<file path="src/rtl/core/dsik_pkg.sv">
// Package for the two-wheel steering inverse kinematics core.
// Payload structs, CORDIC constants and shared helpers; no dependencies.
package dsik_pkg;

   localparam int CORDIC_STAGES = 16;
   localparam int VEC_W = 40;   // Q.20 wheel vector with growth headroom
   localparam int ANG_W = 34;   // Q.30 angle, signed

   localparam logic [1:0] CSR_WHEEL_BASE = 2'd0;
   localparam logic [1:0] CSR_INV_RADIUS = 2'd1;
   localparam logic [1:0] CSR_TIMEOUT    = 2'd2;

   localparam logic signed [ANG_W-1:0] ANG_PI    = 34'sd3373259426;
   localparam logic signed [ANG_W-1:0] ANG_FOLD  = 34'sd2223500625;
   localparam logic [29:0]             GAIN_COMP = 30'd652032874;

   typedef struct packed {
      logic signed [15:0] lin_x;
      logic signed [15:0] lin_y;
      logic signed [15:0] yaw_rate;
      logic [15:0]        command_age;
   } req_type;

   typedef struct packed {
      logic signed [15:0] front_steer_angle;
      logic signed [23:0] front_wheel_rate;
      logic signed [15:0] rear_steer_angle;
      logic signed [23:0] rear_wheel_rate;
      logic               timed_out;
   } rsp_type;

   // State carried along the cell row for one wheel.
   typedef struct packed {
      logic signed [VEC_W-1:0] x;
      logic signed [VEC_W-1:0] y;
      logic signed [ANG_W-1:0] z;
      logic                    zero;
   } wheel_type;

   function automatic logic signed [ANG_W-1:0] atan_entry(input int i);
      logic signed [ANG_W-1:0] t;
      case (i)
         0:  t = 34'sd843314856;
         1:  t = 34'sd497837829;
         2:  t = 34'sd263043836;
         3:  t = 34'sd133525158;
         4:  t = 34'sd67021686;
         5:  t = 34'sd33543515;
         6:  t = 34'sd16775850;
         7:  t = 34'sd8388437;
         8:  t = 34'sd4194282;
         9:  t = 34'sd2097149;
         10: t = 34'sd1048575;
         11: t = 34'sd524287;
         12: t = 34'sd262143;
         13: t = 34'sd131071;
         14: t = 34'sd65535;
         15: t = 34'sd32767;
         16: t = 34'sd16383;
         17: t = 34'sd8191;
         18: t = 34'sd4095;
         19: t = 34'sd2047;
         20: t = 34'sd1023;
         21: t = 34'sd511;
         22: t = 34'sd255;
         default: t = 34'sd127;
      endcase
      return t;
   endfunction

endpackage

</file>
<file path="src/rtl/core/dsik_post.sv">
// Output cell: fold, gain compensation, rounding and rate scaling.
// Depends on dsik_pkg; two registered steps (gain multiply, rate multiply).
module dsik_post import dsik_pkg::*; (
   input  logic               clock,
   input  logic               en,
   input  wheel_type          w_in,
   input  logic [15:0]        inv_radius,
   output logic signed [15:0] angle,
   output logic signed [23:0] rate
);

   logic signed [ANG_W-1:0] z_fold;
   logic                    neg_v;
   logic signed [15:0]      angle_v, ang1_ff, ang2_ff;
   logic                    neg1_ff, neg2_ff, zero1_ff, zero2_ff;
   logic [57:0]             gain_prod;
   logic [39:0]             speed_ff;
   logic [39:0]             speed_v;
   logic [56:0]             rate_prod_ff;
   logic [56:0]             mag;
   logic signed [ANG_W-1:0] z_rnd;

   always_comb begin
      z_fold = w_in.z;
      neg_v  = 1'b0;
      if (w_in.z > ANG_FOLD) begin
         z_fold = w_in.z - ANG_PI;
         neg_v  = 1'b1;
      end else if (w_in.z < -ANG_FOLD) begin
         z_fold = w_in.z + ANG_PI;
         neg_v  = 1'b1;
      end
      z_rnd   = (z_fold + 34'sd65536) >>> 17;
      angle_v = z_rnd[15:0];
      // x is non-negative after vectoring and stays below 2^27
      gain_prod = {30'd0, w_in.x[27:0]} * {28'd0, GAIN_COMP};
   end

   always_ff @(posedge clock) begin
      if (en) begin
         ang1_ff  <= angle_v;
         neg1_ff  <= neg_v;
         zero1_ff <= w_in.zero;
         speed_ff <= 40'((gain_prod + 58'(1 << 29)) >> 30);
      end
   end

   assign speed_v = speed_ff;

   always_ff @(posedge clock) begin
      if (en) begin
         ang2_ff      <= ang1_ff;
         neg2_ff      <= neg1_ff;
         zero2_ff     <= zero1_ff;
         rate_prod_ff <= {17'd0, speed_v} * {41'd0, inv_radius};
      end
   end

   always_comb begin
      mag = (rate_prod_ff + 57'd32768) >> 16;
      if (zero2_ff) begin
         angle = '0;
         rate  = '0;
      end else begin
         angle = ang2_ff;
         if (neg2_ff)
            rate = (mag >= 57'd8388608) ? 24'sh800000 : -$signed(mag[23:0]);
         else
            rate = (mag > 57'd8388607) ? 24'sh7FFFFF : $signed(mag[23:0]);
      end
   end

endmodule

</file>
<file path="config.mk">
export PLATFORM = sky130hd
export DESIGN_NAME = dsik_post
export DESIGN_NICKNAME = d
export VERILOG_FILES = /design/src/rtl/core/dsik_pkg.sv /design/src/rtl/core/dsik_post.sv
export SDC_FILE = /design/constraint.sdc
export NUM_CORES = 2
export LEC_CHECK = 0
export BUFFER_PORTS_ARGS = -buffer_cell sky130_fd_sc_hd__buf_4
export CAP_MARGIN = 15
export CORE_MARGIN = 1
export CORE_UTILIZATION = 39
export CTS_CLUSTER_SIZE = 20
export DETAILED_ROUTE_END_ITERATION = 7
export PLACE_DENSITY = 0.67
export SLEW_MARGIN = 25
export SYNTH_ARGS = -nofsm -noshare
export SYNTH_HDL_FRONTEND = slang
export SYNTH_SLANG_ARGS = --single-unit
</file>
<file path="constraint.sdc">
create_clock -name clock -period 7.8 [get_ports clock]
set_input_delay 0.39 -clock clock [delete_from_list [all_inputs] [get_ports clock]]
set_output_delay 0.39 -clock clock [all_outputs]
set_load 0.005 [all_outputs]
</file>
-- Word-level counts from Yosys, hierarchy flattened
Cells that the tools add are included.
W data, S select, Z words.
- output and inout port bits: 40
- logic and storage cells: 28
- bits of input ports: 133
- register bits: 120
- multipliers: 2
- add/sub/neg operators: 6
- mux-type cells: 8
- magnitude comparators: 4
- operator list (operator ; number):
    $mux W24 ; 4
    $mux W33 ; 2
    $add A58 B30 Y58 const B ; 1
    $add A56 B16 Y57 const B ; 1
    $mul A28 B29 Y57 const B ; 1
    $mul A28 B16 Y44 ; 1
    $ge A41 B24 Y1 const B ; 1
    $gt A41 B23 Y1 const B ; 1
    $gt A34 B33 Y1 const B ; 1
    $lt A34 B33 Y1 const B ; 1
    $add A33 B18 Y33 const B ; 1
    $add A33 B33 Y33 const B ; 1
    $sub A33 B33 Y33 const B ; 1
    $neg A24 Y24 ; 1
    $mux W16 ; 1
    $mux W1 ; 1

-- Logic depth before layout (Yosys ltp)
- word-level depth: 5
- mapped depth: 28
- mapped depth without buffers: 27

-- Least setup slack after synthesis
OpenSTA, ideal clock, no wires.
- kind: input port to flip-flop
- start: in w_in[83] in the netlist's numbering
- end: reg speed_ff[27], data pin
- path buffers: 0
- required time: 7.531 ns
- arrival time: 7.125 ns
- cell stages on the path: 26
- library setup time: 0.269 ns
- path slack: 0.406 ns
- cells stage by stage: inv_1 > ha_1 > inv_1 > fa_1 > fa_1 > inv_1 > fa_1 > fa_1 > inv_1 > fa_1 > inv_1 > fa_1 > inv_1 > ha_1 > a21o_1 > a2111oi_0 > o21bai_1 > a211oi_2 > a31oi_1 > xnor2_1 > or3_1 > or4_4 > nor4_4 > and2_4 > nand3b_1 > nand4_1
- longest elaborated chain between the ends: 2
- RTL lines (what ; RTL line ; RTL):
    from (decl) ; dsik_post.sv:6 ; input wheel_type w_in,
    $mul A28 B29 Y57 ; dsik_post.sv:36 ; gain_prod = {30'd0, w_in.x[27:0]} * {28'd0, GAIN_COMP};
    $add A58 B30 Y58 ; dsik_post.sv:44 ; speed_ff <= 40'((gain_prod + 58'(1 << 29)) >> 30);
    to (signal assigned) ; dsik_post.sv:44 ;
    to (decl) ; dsik_post.sv:17 ; logic [39:0] speed_ff;
No other way between the ends.
A chain may end at the register's enable or synchronous reset.

-- Worst setup path after layout
- start: in w_in[85] in the netlist's numbering
- end: reg speed_ff[27], data pin
Same word-level chain as after synthesis.

==> flow_metrics.env <==
export IMPL_status="complete, no violations"
export IMPL_slowest_delay_ns=0.56
export IMPL_track_usage_pct=20.29
export IMPL_cts_max_path_buffers=2
export IMPL_cts_sinks=93
export IMPL_reg2reg_from="speed_ff[7]"
export IMPL_drc=0
export IMPL_crit_arrival_ns=7.64
export IMPL_overflow=0
export IMPL_synthFlopType="edfxtp_1"
export IMPL_yosysSeqAreaShare_pct=8.113
export IMPL_critical_path_class="primary input to register"
export IMPL_min_to="zero1_ff"
export IMPL_cp_start_kind="primary input"
export IMPL_syn_to_final_growth_pct=13.73
export IMPL_timing_final_crit_share_pct=96.46
export IMPL_wl_per_cell_um=17.21
export IMPL_holdCritStartpoint="w_in[0]"
export IMPL_critical_path_top_delay_family="adder cells"
export IMPL_antennaDiodeCount=0
export IMPL_critPathBufInv=8
export IMPL_dp_slack_ns=-0.2927
export IMPL_die_h_um=299.1
export IMPL_numPortBuffers=120
export IMPL_start_util_pct=39.49
export IMPL_fin_util_pct=44.91
export IMPL_report_final_setup_viol=0
export IMPL_core_area_um2=87160
export IMPL_async_reset_ff_share_pct=0
export IMPL_cts_tree="built"
export IMPL_yosys_warnings=0
export IMPL_dr_pass1_iters=7
export IMPL_cp_max_fo=5
export IMPL_drt_wl_total_um=88820
export IMPL_synth_distinct_cells=100
export IMPL_synth_edf_count=93
export IMPL_relSlewSlack_pct=41.75
export IMPL_fmax_ghz=0.1329
export IMPL_cpMostUsedCell="fa_1"
export IMPL_worstPathRequired_ns=7.92
export IMPL_synthesis_instances=3673
export IMPL_final_setup_skew_ns=0.01630
export IMPL_drt_iter0_drc=1448
export IMPL_postRouteAntennaNets=0
export IMPL_nets=5238
export IMPL_synth_ff_latch_count=93
export IMPL_syn_area_per_cell_um2=9.371
export IMPL_endpoint_kind="register"
export IMPL_grt_pass1_wl_um=143500
export IMPL_fillCellCount=8361
export IMPL_drive_above_1_share_pct=13.33
export IMPL_die_w_um=299.1
export IMPL_cts_root_buffer_cell="clkbuf_16"
export IMPL_reg2reg_to="rate_prod_ff[31]"
export IMPL_clock_latency_ns=0.38
export IMPL_gp_congestion=0.9710
export IMPL_dp_hpwl_um=76260
export IMPL_clkTransAtPathRegs_ns=0.09
export IMPL_ios=173
export IMPL_ff2ff_setup_slack_ns=0.57
export IMPL_cap_violations=0
export IMPL_row_count=108
export IMPL_antenna_found_initial=0
export IMPL_worst_slack_ns=0.2764
export IMPL_drv_slew=0
export IMPL_finalCriticalPeriod_ns=7.524
export IMPL_cts_hold_buf=0
export IMPL_hold_viol_final=0
export IMPL_grt_max_degree=62
export IMPL_vias_per_cell=4.942
export IMPL_die_area_um2=89450
export IMPL_rr_worst_depth=24
export IMPL_hold_path_class="primary input to register"
export IMPL_synthesis_area_um2=34420
export IMPL_cts_htree_levels=3
export IMPL_grt_pass1_vias=27110
export IMPL_syn_nets=4909
export IMPL_crit_slowest_cell="or4_4"
export IMPL_tightest_slew_ns=0.8705
export IMPL_whs_path_depth=1
export IMPL_vias=25510
export IMPL_cts_buffers=9
## registers in the layout, summed over array words and instances (netlist names)
register / cells
neg2_ff: 1
ang1_ff: 16
zero1_ff: 1
neg1_ff: 1
speed_ff: 28
ang2_ff: 16
rate_prod_ff: 29
zero2_ff: 1
## layer usage
layer  part of all wire [%]  GRT usage (%)  vias up
met4                    1.7          3.802        0
met2                     48          34.82      741
met3                    6.7          3.218      100
met5                      0              0        -
li1                       -              -    12050
met1                     43          27.17    12620
## logic make-up (layout without fill, tap and decap cells)
kind of cell / Yosys count / in the layout / synth area share (%)
compound gates: 351 / 351 / 7.197
simple gates: 934 / 934 / 13.53
buf+inv: 1028 / 1362 / 11.35
flops: 93 / 93 / 8.113
xor+xnor: 150 / 150 / 3.860
fa+ha+maj: 1103 / 1103 / 55.54
mux: 14 / 14 / 0.4180
## repair_timing
item                                    4_1_cts  5_1_grt
hold endpoints to repair                      0        0
gates resized for setup                       0       41
buffers inserted                              0        4
endpoints found under the setup margin        0        5
## cell type report
class | count | area [µm²] | share of cell area [%]
Timing Repair Buffer | 429 | 3246 | 8.291
Sequential cell | 93 | 2793 | 7.134
Clock buffer | 9 | 225.2 | 0.5753
Tap cell | 1155 | 1445 | 3.692
Multi-Input combinational cell | 2552 | 27910 | 71.29
Inverter | 917 | 3442 | 8.793
Clock inverter | 7 | 86.33 | 0.2205
## Yosys cell counts (12+ instances only)
cell type / count / area share (%)
a21oi_1: 89 / 1.3
nand3_1: 52 / 0.76
and4_1: 13 / 0.33
a211oi_1: 25 / 0.55
or2_2: 12 / 0.22
nand4_1: 29 / 0.53
xor2_1: 58 / 1.5
or3_1: 12 / 0.22
edfxtp_1: 93 / 8.1
nor2b_1: 31 / 0.56
and3_1: 22 / 0.40
a21o_1: 32 / 0.70
o211ai_1: 16 / 0.35
clkbuf_1: 87 / 0.95
xnor2_1: 90 / 2.3
fa_1: 708 / 41
nor2_1: 108 / 1.2
o21ai_0: 47 / 0.68
nand2_1: 391 / 4.3
inv_1: 917 / 10
and2_1: 148 / 2.7
buf_2: 13 / 0.19
o21a_1: 16 / 0.35
nor3_1: 50 / 0.73
ha_1: 395 / 14
## metrics by stage
stage / area (µm²) / hold WS, ns / cells / setup TNS [ns]
6_report: 39150 / 0.1801 / 5162 / 0
5_1_grt: 39150 / 0.1799 / 5162 / -0.003576
4_1_cts: 38940 / 0.1724 / 5158 / 0
3_5_place_dp: 38620 / 0.4045 / 5142 / -1.404
3_3_place_gp: 38620 / 0.4012 / 5142 / -0.9121
2_1_floorplan: 34420 / 0.4003 / 3673 / 0
## worst max-delay path by stage
| stage | from | endpoint | slack, ns | depth (start not counted) |
|---|---|---|---|---|
| 6_report | w_in[85] | speed_ff[27] | 0.28 | 28 |
| 5_1_grt | w_in[95] | speed_ff[27] | -0.004 | 27 |
| 4_1_cts | w_in[85] | speed_ff[27] | 0.10 | 29 |
| 3_5_place_dp | w_in[85] | speed_ff[27] | -0.29 | 29 |
| 3_3_place_gp | w_in[85] | speed_ff[27] | -0.26 | 26 |
| 2_1_floorplan | w_in[83] | speed_ff[27] | 0.41 | 26 |
## placed cells by master (no fill, tap or decap), types with 9 or more instances in the layout
master	instances
inv_1	913
fa_1	703
buf_4	427
nand2_1	390
ha_1	388
and2_1	147
nor2_1	108
edfxtp_1	93
xnor2_1	90
a21oi_1	84
xor2_1	58
nand3_1	52
nor3_1	50
o21ai_0	44
a21o_1	32
nor2b_1	31
nand4_1	29
a211oi_1	25
and3_1	22
o21a_1	16
o211ai_1	16
and4_1	13
or2_2	12
or3_1	12
mux2i_1	11
nand3b_1	9
clkbuf_16	9
Power is left out: the tool's default activity adds up to more than one toggle a clock period on the data nets, which glitch-free logic cannot reach.
